<file path="src/rtl/grp_pkg.sv">
// Shared types, constants and helpers of the guillotine rectangle packer.
// Used by the controller, the datapath, the top level and the checker.
package grp_pkg;

  localparam int MAX_FREE   = 64;
  localparam int COORD_BITS = 16;
  localparam int FIELD_W    = 16;
  localparam int IDX_W      = $clog2(MAX_FREE);
  localparam int CNT_W      = $clog2(MAX_FREE + 1);
  localparam int RECT_W     = 4 * COORD_BITS;
  localparam int PADDR_W    = 3;
  localparam int PDATA_W    = 32;
  localparam int COORD_MAX  = (1 << COORD_BITS) - 1;
  localparam int AREA_RESET = 1024;

  localparam logic REG_AREA_WIDTH  = 1'b0;
  localparam logic REG_AREA_HEIGHT = 1'b1;

  typedef struct packed {
    logic [COORD_BITS-1:0] x;
    logic [COORD_BITS-1:0] y;
    logic [COORD_BITS-1:0] w;
    logic [COORD_BITS-1:0] h;
  } rect_t;

  typedef enum logic [1:0] {
    STATUS_PLACED = 2'd0,
    STATUS_NOFIT  = 2'd1,
    STATUS_FULL   = 2'd2
  } status_t;

  typedef enum logic [3:0] {
    OP_NONE,
    OP_INIT,
    OP_TAKE,
    OP_SCAN,
    OP_DN_START,
    OP_DN,
    OP_DEC,
    OP_SHRINK,
    OP_UP_START,
    OP_UP,
    OP_WR_NODE,
    OP_WR_REM,
    OP_RESULT
  } dp_op_t;

  typedef struct packed {
    dp_op_t  op;
    status_t status;
  } cmd_t;

  typedef struct packed {
    logic init_pend;
    logic scan_hit;
    logic dn_done;
    logic up_done;
    logic exact;
    logic h_eq;
    logic w_eq;
    logic list_full;
    logic out_full;
  } stat_t;

  function automatic logic [COORD_BITS-1:0] sat_coord(input logic [FIELD_W-1:0] v);
    logic [COORD_BITS-1:0] r;
    if (v > FIELD_W'(COORD_MAX)) begin
      r = COORD_BITS'(COORD_MAX);
    end else begin
      r = v[COORD_BITS-1:0];
    end
    return r;
  endfunction

endpackage

</file>
<file path="src/rtl/grp_ram.sv">
// Generic single-write, single-read RAM with a registered read port.
// No dependencies.
module grp_ram #(
  parameter int WIDTH = 64,
  parameter int DEPTH = 64
) (
  input  logic                     clk,
  input  logic                     we,
  input  logic [$clog2(DEPTH)-1:0] waddr,
  input  logic [WIDTH-1:0]         wdata,
  input  logic                     re,
  input  logic [$clog2(DEPTH)-1:0] raddr,
  output logic [WIDTH-1:0]         rdata
);

  logic [WIDTH-1:0] mem [DEPTH];

  always_ff @(posedge clk) begin
    if (we) begin
      mem[waddr] <= wdata;
    end
    if (re) begin
      rdata <= mem[raddr];
    end
  end

endmodule

</file>
<file path="src/rtl/grp_datapath.sv">
// Datapath of the rectangle packer: area registers, free list RAM, list
// pointers, the found node, and the result register. Uses grp_pkg and grp_ram.
module grp_datapath (
  input  logic                            clk,
  input  logic                            rst,
  input  logic                            psel,
  input  logic                            penable,
  input  logic                            pwrite,
  input  logic [grp_pkg::PADDR_W-1:0]     paddr,
  input  logic [grp_pkg::PDATA_W-1:0]     pwdata,
  output logic [grp_pkg::PDATA_W-1:0]     prdata,
  input  logic [grp_pkg::FIELD_W-1:0]     rect_width,
  input  logic [grp_pkg::FIELD_W-1:0]     rect_height,
  output logic                            out_valid,
  input  logic                            out_stall,
  output logic [1:0]                      status,
  output logic [grp_pkg::FIELD_W-1:0]     place_x,
  output logic [grp_pkg::FIELD_W-1:0]     place_y,
  input  grp_pkg::cmd_t                   cmd,
  output grp_pkg::stat_t                  stat
);

  logic [grp_pkg::FIELD_W-1:0]    area_w;
  logic [grp_pkg::FIELD_W-1:0]    area_h;
  logic                           init_pend;
  logic [grp_pkg::CNT_W-1:0]      count;
  logic [grp_pkg::CNT_W-1:0]      ptr;
  logic                           dv;
  logic [grp_pkg::IDX_W-1:0]      didx;
  logic [grp_pkg::FIELD_W-1:0]    req_w;
  logic [grp_pkg::FIELD_W-1:0]    req_h;
  grp_pkg::rect_t                 node;
  logic [grp_pkg::IDX_W-1:0]      fidx;

  logic                           ram_we;
  logic [grp_pkg::IDX_W-1:0]      ram_waddr;
  logic [grp_pkg::RECT_W-1:0]     ram_wdata;
  logic                           ram_re;
  logic [grp_pkg::IDX_W-1:0]      ram_raddr;
  logic [grp_pkg::RECT_W-1:0]     ram_rdata;
  grp_pkg::rect_t                 rd;

  logic                           cfg_wr;
  logic                           fit;
  logic                           dn_issue;
  logic                           up_issue;
  logic [grp_pkg::CNT_W-1:0]      fidx_p1;
  logic [grp_pkg::CNT_W-1:0]      ptr_m1;
  logic [grp_pkg::COORD_BITS-1:0] rw;
  logic [grp_pkg::COORD_BITS-1:0] rh;
  logic                           horiz;
  grp_pkg::rect_t                 shrunk;
  grp_pkg::rect_t                 rem;

  grp_ram #(
    .WIDTH(grp_pkg::RECT_W),
    .DEPTH(grp_pkg::MAX_FREE)
  ) u_free_list (
    .clk  (clk),
    .we   (ram_we),
    .waddr(ram_waddr),
    .wdata(ram_wdata),
    .re   (ram_re),
    .raddr(ram_raddr),
    .rdata(ram_rdata)
  );

  assign rd      = grp_pkg::rect_t'(ram_rdata);
  assign cfg_wr  = psel && penable && pwrite;
  assign prdata  = (paddr[2] == grp_pkg::REG_AREA_HEIGHT)
                 ? grp_pkg::PDATA_W'(area_h) : grp_pkg::PDATA_W'(area_w);

  assign rw       = req_w[grp_pkg::COORD_BITS-1:0];
  assign rh       = req_h[grp_pkg::COORD_BITS-1:0];
  assign fit      = (grp_pkg::FIELD_W'(rd.w) >= req_w) && (grp_pkg::FIELD_W'(rd.h) >= req_h);
  assign dn_issue = ptr < count;
  assign fidx_p1  = grp_pkg::CNT_W'(fidx) + grp_pkg::CNT_W'(1);
  assign up_issue = ptr > fidx_p1;
  assign ptr_m1   = ptr - grp_pkg::CNT_W'(1);

  assign stat.init_pend = init_pend;
  assign stat.scan_hit  = dv && fit;
  assign stat.dn_done   = !dv && !dn_issue;
  assign stat.up_done   = !dv && !up_issue;
  assign stat.h_eq      = grp_pkg::FIELD_W'(node.h) == req_h;
  assign stat.w_eq      = grp_pkg::FIELD_W'(node.w) == req_w;
  assign stat.exact     = stat.h_eq && stat.w_eq;
  assign stat.list_full = count >= grp_pkg::CNT_W'(grp_pkg::MAX_FREE);
  assign stat.out_full  = out_valid;

  always_comb begin
    horiz = stat.h_eq || (!stat.w_eq && ((node.w - rw) >= (node.h - rh)));
    if (horiz) begin
      shrunk = '{x: node.x + rw, y: node.y, w: node.w - rw, h: node.h};
      rem    = '{x: node.x, y: node.y + rh, w: rw, h: node.h - rh};
    end else begin
      shrunk = '{x: node.x, y: node.y + rh, w: node.w, h: node.h - rh};
      rem    = '{x: node.x + rw, y: node.y, w: node.w - rw, h: rh};
    end
  end

  always_comb begin
    ram_we    = 1'b0;
    ram_waddr = fidx;
    ram_wdata = shrunk;
    ram_re    = 1'b0;
    ram_raddr = ptr[grp_pkg::IDX_W-1:0];
    case (cmd.op)
      grp_pkg::OP_INIT: begin
        ram_we    = 1'b1;
        ram_waddr = '0;
        ram_wdata = grp_pkg::rect_t'{x: '0, y: '0, w: grp_pkg::sat_coord(area_w),
                                     h: grp_pkg::sat_coord(area_h)};
      end
      grp_pkg::OP_SCAN: begin
        ram_re = dn_issue;
      end
      grp_pkg::OP_DN: begin
        ram_re    = dn_issue;
        ram_we    = dv;
        ram_waddr = didx - grp_pkg::IDX_W'(1);
        ram_wdata = rd;
      end
      grp_pkg::OP_SHRINK: begin
        ram_we = 1'b1;
      end
      grp_pkg::OP_UP: begin
        ram_re    = up_issue;
        ram_raddr = ptr_m1[grp_pkg::IDX_W-1:0];
        ram_we    = dv;
        ram_waddr = didx + grp_pkg::IDX_W'(1);
        ram_wdata = rd;
      end
      grp_pkg::OP_WR_NODE: begin
        ram_we    = 1'b1;
        ram_waddr = fidx_p1[grp_pkg::IDX_W-1:0];
      end
      grp_pkg::OP_WR_REM: begin
        ram_we    = 1'b1;
        ram_wdata = rem;
      end
      default: begin
      end
    endcase
  end

  always_ff @(posedge clk) begin
    if (rst) begin
      area_w    <= grp_pkg::FIELD_W'(grp_pkg::AREA_RESET);
      area_h    <= grp_pkg::FIELD_W'(grp_pkg::AREA_RESET);
      init_pend <= 1'b1;
      count     <= grp_pkg::CNT_W'(1);
      ptr       <= '0;
      dv        <= 1'b0;
      out_valid <= 1'b0;
    end else begin
      if (out_valid && !out_stall) begin
        out_valid <= 1'b0;
      end
      case (cmd.op)
        grp_pkg::OP_INIT: begin
          count <= grp_pkg::CNT_W'(1);
          if (!cfg_wr) begin
            init_pend <= 1'b0;
          end
        end
        grp_pkg::OP_TAKE: begin
          ptr <= '0;
          dv  <= 1'b0;
        end
        grp_pkg::OP_SCAN, grp_pkg::OP_DN: begin
          ptr  <= ptr + grp_pkg::CNT_W'(dn_issue);
          dv   <= dn_issue;
          didx <= ptr[grp_pkg::IDX_W-1:0];
        end
        grp_pkg::OP_DN_START: begin
          ptr <= fidx_p1;
          dv  <= 1'b0;
        end
        grp_pkg::OP_DEC: begin
          count <= count - grp_pkg::CNT_W'(1);
        end
        grp_pkg::OP_UP_START: begin
          ptr <= count;
          dv  <= 1'b0;
        end
        grp_pkg::OP_UP: begin
          ptr  <= ptr - grp_pkg::CNT_W'(up_issue);
          dv   <= up_issue;
          didx <= ptr_m1[grp_pkg::IDX_W-1:0];
        end
        grp_pkg::OP_WR_REM: begin
          count <= count + grp_pkg::CNT_W'(1);
        end
        grp_pkg::OP_RESULT: begin
          out_valid <= 1'b1;
        end
        default: begin
        end
      endcase
      if (cfg_wr) begin
        init_pend <= 1'b1;
        if (paddr[2] == grp_pkg::REG_AREA_HEIGHT) begin
          area_h <= pwdata[grp_pkg::FIELD_W-1:0];
        end else begin
          area_w <= pwdata[grp_pkg::FIELD_W-1:0];
        end
      end
    end
  end

  always_ff @(posedge clk) begin
    case (cmd.op)
      grp_pkg::OP_TAKE: begin
        req_w <= rect_width;
        req_h <= rect_height;
      end
      grp_pkg::OP_SCAN: begin
        if (dv && fit) begin
          node <= rd;
          fidx <= didx;
        end
      end
      grp_pkg::OP_RESULT: begin
        status <= cmd.status;
        if (cmd.status == grp_pkg::STATUS_PLACED) begin
          place_x <= grp_pkg::FIELD_W'(node.x);
          place_y <= grp_pkg::FIELD_W'(node.y);
        end else begin
          place_x <= '0;
          place_y <= '0;
        end
      end
      default: begin
      end
    endcase
  end

endmodule

</file>
<file path="src/rtl/grp_ctrl.sv">
// Controller state machine of the rectangle packer. Sequences the scan,
// list shifts, node updates and result hand-off. Uses grp_pkg.
module grp_ctrl (
  input  logic           clk,
  input  logic           rst,
  input  logic           in_valid,
  output logic           in_stall,
  input  grp_pkg::stat_t stat,
  output grp_pkg::cmd_t  cmd
);

  typedef enum logic [3:0] {
    S_IDLE,
    S_SCAN,
    S_DECIDE,
    S_DN_START,
    S_DN,
    S_DEC,
    S_SHRINK,
    S_UP_START,
    S_UP,
    S_WR_NODE,
    S_WR_REM,
    S_RESULT
  } state_t;

  state_t            state;
  grp_pkg::status_t  res_status;

  assign in_stall = !(state == S_IDLE && !stat.init_pend);

  always_comb begin
    cmd.status = res_status;
    case (state)
      S_IDLE: begin
        if (stat.init_pend) begin
          cmd.op = grp_pkg::OP_INIT;
        end else if (in_valid) begin
          cmd.op = grp_pkg::OP_TAKE;
        end else begin
          cmd.op = grp_pkg::OP_NONE;
        end
      end
      S_SCAN:     cmd.op = grp_pkg::OP_SCAN;
      S_DN_START: cmd.op = grp_pkg::OP_DN_START;
      S_DN:       cmd.op = grp_pkg::OP_DN;
      S_DEC:      cmd.op = grp_pkg::OP_DEC;
      S_SHRINK:   cmd.op = grp_pkg::OP_SHRINK;
      S_UP_START: cmd.op = grp_pkg::OP_UP_START;
      S_UP:       cmd.op = grp_pkg::OP_UP;
      S_WR_NODE:  cmd.op = grp_pkg::OP_WR_NODE;
      S_WR_REM:   cmd.op = grp_pkg::OP_WR_REM;
      S_RESULT:   cmd.op = stat.out_full ? grp_pkg::OP_NONE : grp_pkg::OP_RESULT;
      default:    cmd.op = grp_pkg::OP_NONE;
    endcase
  end

  always_ff @(posedge clk) begin
    if (rst) begin
      state      <= S_IDLE;
      res_status <= grp_pkg::STATUS_NOFIT;
    end else begin
      case (state)
        S_IDLE: begin
          if (!stat.init_pend && in_valid) begin
            state <= S_SCAN;
          end
        end
        S_SCAN: begin
          if (stat.scan_hit) begin
            state <= S_DECIDE;
          end else if (stat.dn_done) begin
            res_status <= grp_pkg::STATUS_NOFIT;
            state      <= S_RESULT;
          end
        end
        S_DECIDE: begin
          if (stat.exact) begin
            res_status <= grp_pkg::STATUS_PLACED;
            state      <= S_DN_START;
          end else if (stat.h_eq || stat.w_eq) begin
            res_status <= grp_pkg::STATUS_PLACED;
            state      <= S_SHRINK;
          end else if (stat.list_full) begin
            res_status <= grp_pkg::STATUS_FULL;
            state      <= S_RESULT;
          end else begin
            res_status <= grp_pkg::STATUS_PLACED;
            state      <= S_UP_START;
          end
        end
        S_DN_START: state <= S_DN;
        S_DN: begin
          if (stat.dn_done) begin
            state <= S_DEC;
          end
        end
        S_DEC:      state <= S_RESULT;
        S_SHRINK:   state <= S_RESULT;
        S_UP_START: state <= S_UP;
        S_UP: begin
          if (stat.up_done) begin
            state <= S_WR_NODE;
          end
        end
        S_WR_NODE:  state <= S_WR_REM;
        S_WR_REM:   state <= S_RESULT;
        S_RESULT: begin
          if (!stat.out_full) begin
            state <= S_IDLE;
          end
        end
        default:    state <= S_IDLE;
      endcase
    end
  end

endmodule

</file>
<file path="src/rtl/guillotine_rect_packer.sv">
// Top level of the guillotine first-fit rectangle packer.
// Instantiates grp_ctrl and grp_datapath; uses grp_pkg.
//
// One request is handled at a time. The free list lives in a RAM with one
// read and one write per cycle: the first-fit scan reads entries up to the
// hit, and the list shift that follows an exact fit or a split reads the
// entries after it, each at one entry per cycle. A result waits in an
// output register, and the next request is taken while it does. After reset
// and after every register write, the list is rebuilt as one node covering
// the area, and no request is taken until it has been rebuilt.
module guillotine_rect_packer (
  input  logic                        clk,
  input  logic                        rst,
  input  logic                        psel,
  input  logic                        penable,
  input  logic                        pwrite,
  input  logic [grp_pkg::PADDR_W-1:0] paddr,
  input  logic [grp_pkg::PDATA_W-1:0] pwdata,
  output logic [grp_pkg::PDATA_W-1:0] prdata,
  output logic                        pready,
  input  logic                        in_valid,
  output logic                        in_stall,
  input  logic [grp_pkg::FIELD_W-1:0] rect_width,
  input  logic [grp_pkg::FIELD_W-1:0] rect_height,
  output logic                        out_valid,
  input  logic                        out_stall,
  output logic [1:0]                  status,
  output logic [grp_pkg::FIELD_W-1:0] place_x,
  output logic [grp_pkg::FIELD_W-1:0] place_y
);

  grp_pkg::cmd_t  cmd;
  grp_pkg::stat_t stat;

  assign pready = 1'b1;

  grp_ctrl u_ctrl (
    .clk     (clk),
    .rst     (rst),
    .in_valid(in_valid),
    .in_stall(in_stall),
    .stat    (stat),
    .cmd     (cmd)
  );

  grp_datapath u_dp (
    .clk        (clk),
    .rst        (rst),
    .psel       (psel),
    .penable    (penable),
    .pwrite     (pwrite),
    .paddr      (paddr),
    .pwdata     (pwdata),
    .prdata     (prdata),
    .rect_width (rect_width),
    .rect_height(rect_height),
    .out_valid  (out_valid),
    .out_stall  (out_stall),
    .status     (status),
    .place_x    (place_x),
    .place_y    (place_y),
    .cmd        (cmd),
    .stat       (stat)
  );

endmodule

</file>
<file path="config.mk">
export PLATFORM = sky130hd
export DESIGN_NAME = guillotine_rect_packer
export DESIGN_NICKNAME = d
export VERILOG_FILES = /design/src/rtl/grp_pkg.sv /design/src/rtl/grp_ram.sv /design/src/rtl/grp_datapath.sv /design/src/rtl/grp_ctrl.sv /design/src/rtl/guillotine_rect_packer.sv
export SDC_FILE = /design/constraint.sdc
export NUM_CORES = 2
export LEC_CHECK = 0
export BUFFER_PORTS_ARGS = -buffer_cell sky130_fd_sc_hd__buf_2
export CAP_MARGIN = 20
export CORE_ASPECT_RATIO = 0.5
export CORE_UTILIZATION = 45
export CTS_CLUSTER_DIAMETER = 60
export DETAILED_ROUTE_END_ITERATION = 8
export PLACE_DENSITY = 0.59
export SLEW_MARGIN = 5
export SYNTH_ARGS = -nofsm -noshare
export SYNTH_HDL_FRONTEND = slang
export SYNTH_SLANG_ARGS = --single-unit
</file>
<file path="constraint.sdc">
create_clock -name clk -period 9.3 [get_ports clk]
set_clock_uncertainty 0.15 [all_clocks]
set_input_delay 2.325 -clock clk [delete_from_list [all_inputs] [get_ports clk]]
set_output_delay 2.325 -clock clk [all_outputs]
set_load 0.01 [all_outputs]
</file>
==> impl_metrics.yaml <==
clocking:
  h-tree-depth: 5
  clockBufferDepth: 4
  cts_resized: 0
  cts-root-buf: "clkbuf_16"
  cts_buffers: 391
  clk_pin_slew_ns: 0.07
  cts_tree: "built"
  hold_buffers: 0
  cts_sinks: 4357
  post-cts-setup-buffers: 0
  clock_latency_ns: 0.96
floorplanning:
  dieWidth_um: 875
  dieArea_um2: 383000
  die_h_um: 438
  ios: 143
  core-area_um2: 377000
  initial_core_util_pct: 45.4
  fp-row-count: 159
critical_path:
  crit_path_frequent_cell: "a21oi_1"
  crit_start: "u_dp.req_h[0]$_DFFE_PP_"
  path_depth: 20
  cp_num_buf_inv: 3
  critPathTopFamily: "compound AO/OA/AOI/OAI gates"
  r2r_slack_ns: 2.17
  worstReg2RegEnd: "u_dp.u_free_list.mem[19][41]$_DFFE_PP_"
  required_ns: 9.72
  cp_slowest_cell: "mux2i_4"
  arrival_ns: 7.55
  worstPathCellList: "ha_1, inv_1, fa_1, a21o_1, a21oi_1, o21ai_0, a21boi_0, o21ai_0, a21o_1, a21oi_1, xor2_1, ha_1, a21oi_1, o21bai_1, nand2_1, and3_2, mux2i_4, buf_4, o21ai_4, buf_4"
  crit_type: "reg2reg"
  r2r-start: "u_dp.req_h[0]$_DFFE_PP_"
  critPathLaunchType: "flop"
  reg2reg_depth: 20
  worstSetupEndpointType: "flop"
  slowest_delay_ns: 0.83
  cp_max_fo: 64
drt:
  drt_iter0_drc: 12300
  viasPerCell: 6.35
  via_count: 85600
  wl_per_cell_um: 36.5
  drc: 0
  wl_um: 493000
  dr.pass1.iters: 6
  ant_nets: 0
yosys:
  synth_top_area_share_pct: 75.4
  synthCells: 7704
  synth.largest_area_cell: "edfxtp_1"
  synth-edff-count: 4302
  yosys-top-cells-area: "edfxtp_1, mux4_2, ha_1"
  synth.cell_area_um2: 171000
  ys.flop_type: "edfxtp_1"
  ys_seq_area_share_pct: 76.0
  ys_ff_latch: 4357
  post_synth.cell_area_avg_um2: 22.2
  async_reset_ff_share_pct: 0
  yosysWarnings: 0
  synth_cell_types: 76
sta:
  worst_pin_slew_ns: 1.21
  clock.fmax_ghz: 0.140
  fin_crit_ns: 7.13
  setup_violations: 0
  rsz0062_at_grt: "no"
  tns_ns: 0
  hold_violations: 0
  timing.slew.headroom_pct: 19.1
  slew_violations: 0
  period_share_pct: 76.7
global_routing:
  antenna_found_initial: 19
  grt_max_degree: 123
  grt_pass1_wl_um: 676000
  track_usage_pct: 25.4
  overflow: 0
  first_global_vias: 83500
outcome:
  status: "completed"
hold_path:
  hold_path_end: "u_dp.node[56]$_DFFE_PP_"
  hold_class: "reg2reg"
  hold_depth: 0
  worstHoldStart: "u_dp.u_free_list.rdata[56]$_DFFE_PP_"
placed_design:
  numPortBuffers: 107
  place_area_um2: 180000
  dp_hpwl_um: 258000
  gp_congestion: 0.887
layout:
  syn2layout_area_growth_pct: 12.7
  layout_commonest_cell: "edfxtp_1"
  finalInstanceArea_um2: 193000
  final_cell_mix: "edfxtp_1, mux4_2, nand2_1"
  nets: 8317
  drive_above_1_share_pct: 28.6
power:
  powerDensity_nw_per_um2: 352
  power.leakage_nw: 61.1
  peakVddDrop_v: 0.000308
run:
  maxCapViolCount: 0
## power by group
group	internal (mW)	switching, mW
Sequential	29.1	0.468
Combinational	7.82	14.4
Clock	8.89	7.34
Total	45.8	22.2
## per-stage QoR
step / hold slack, ns / setup slack [ns] / util, % / power [mW] / std cells
global placement: 0.281 / 2.01 / 47.8 / 51.5 / 12800
floorplan: 0.273 / 0.406 / - / 44.3 / 7719
global route: 0.311 / 2.04 / 51.2 / 70.3 / 13500
CTS: 0.289 / 1.98 / 51.1 / 68.0 / 13500
finish: 0.283 / 2.17 / 51.2 / 67.9 / 13500
detailed placement: 0.283 / 1.96 / 47.8 / 52.0 / 12800
## state kept, by name, summed over array words and instances (netlist names)
name                    flops
u_dp.out_valid              1
u_dp.init_pend              1
u_dp.area_w                16
u_dp.node                  64
u_dp.u_free_list.mem     4096
u_dp.status                 2
u_dp.place_y               16
u_dp.ptr                    7
u_dp.req_h                 16
u_dp.didx                   6
u_dp.area_h                16
u_dp.u_free_list.rdata     64
u_ctrl.res_status           2
u_dp.dv                     1
u_ctrl.state                4
u_dp.count                  7
u_dp.req_w                 16
u_dp.place_x               16
u_dp.fidx                   6
## how the worst max path moves through the flow
stage	endpoint
2_1_floorplan	u_dp.fidx[0]$_DFFE_PP_
3_3_place_gp	u_dp.u_free_list.mem[61][31]$_DFFE_PP_
3_5_place_dp	u_dp.u_free_list.mem[60][31]$_DFFE_PP_
4_1_cts	u_dp.u_free_list.mem[52][31]$_DFFE_PP_
5_1_grt	u_dp.u_free_list.mem[19][41]$_DFFE_PP_
6_report	u_dp.u_free_list.mem[19][41]$_DFFE_PP_
## layout make-up
type                            count  area, um2
Fill cell                       29600     184000
Sequential cell                  4357     130000
Multi-Input combinational cell   2865      39900
Clock buffer                      451      10100
Tap cell                         5071       6340
Timing Repair Buffer              388       3700
Clock inverter                    259       2460
Inverter                           93        362
Antenna cell                        6       15.0
## Yosys cell counts (42+ instances only)
cell,count
edfxtp_1,4302
nand2_1,421
o21ai_0,70
inv_1,91
dfxtp_1,55
buf_2,226
and3_1,70
ha_1,140
a21o_1,44
nor2_1,153
mux2_2,42
clkbuf_1,109
a21oi_1,115
mux4_2,1280
xnor2_1,43
a31oi_1,74
## cells by family after synthesis
family / share of synthesized area (%)
AO/OA/AOI/OAI: 1.88
XOR/XNOR: 0.404
adder cells (fa/ha/maj): 1.10
flip-flops: 76.0
buffers and inverters: 1.32
other: 0.00438
multiplexers: 17.2
AND/OR/NAND/NOR: 2.09
## layer usage
layer / GRT usage [%] / vias up / routed length (um)
met5: 0 / - / 34
met4: 8.16 / 6 / 17600
met3: 4.97 / 790 / 49700
met2: 37.8 / 4671 / 222000
met1: 38.1 / 46800 / 204000
li1: - / 33300 / -
Power figures use the tool's default switching activity.
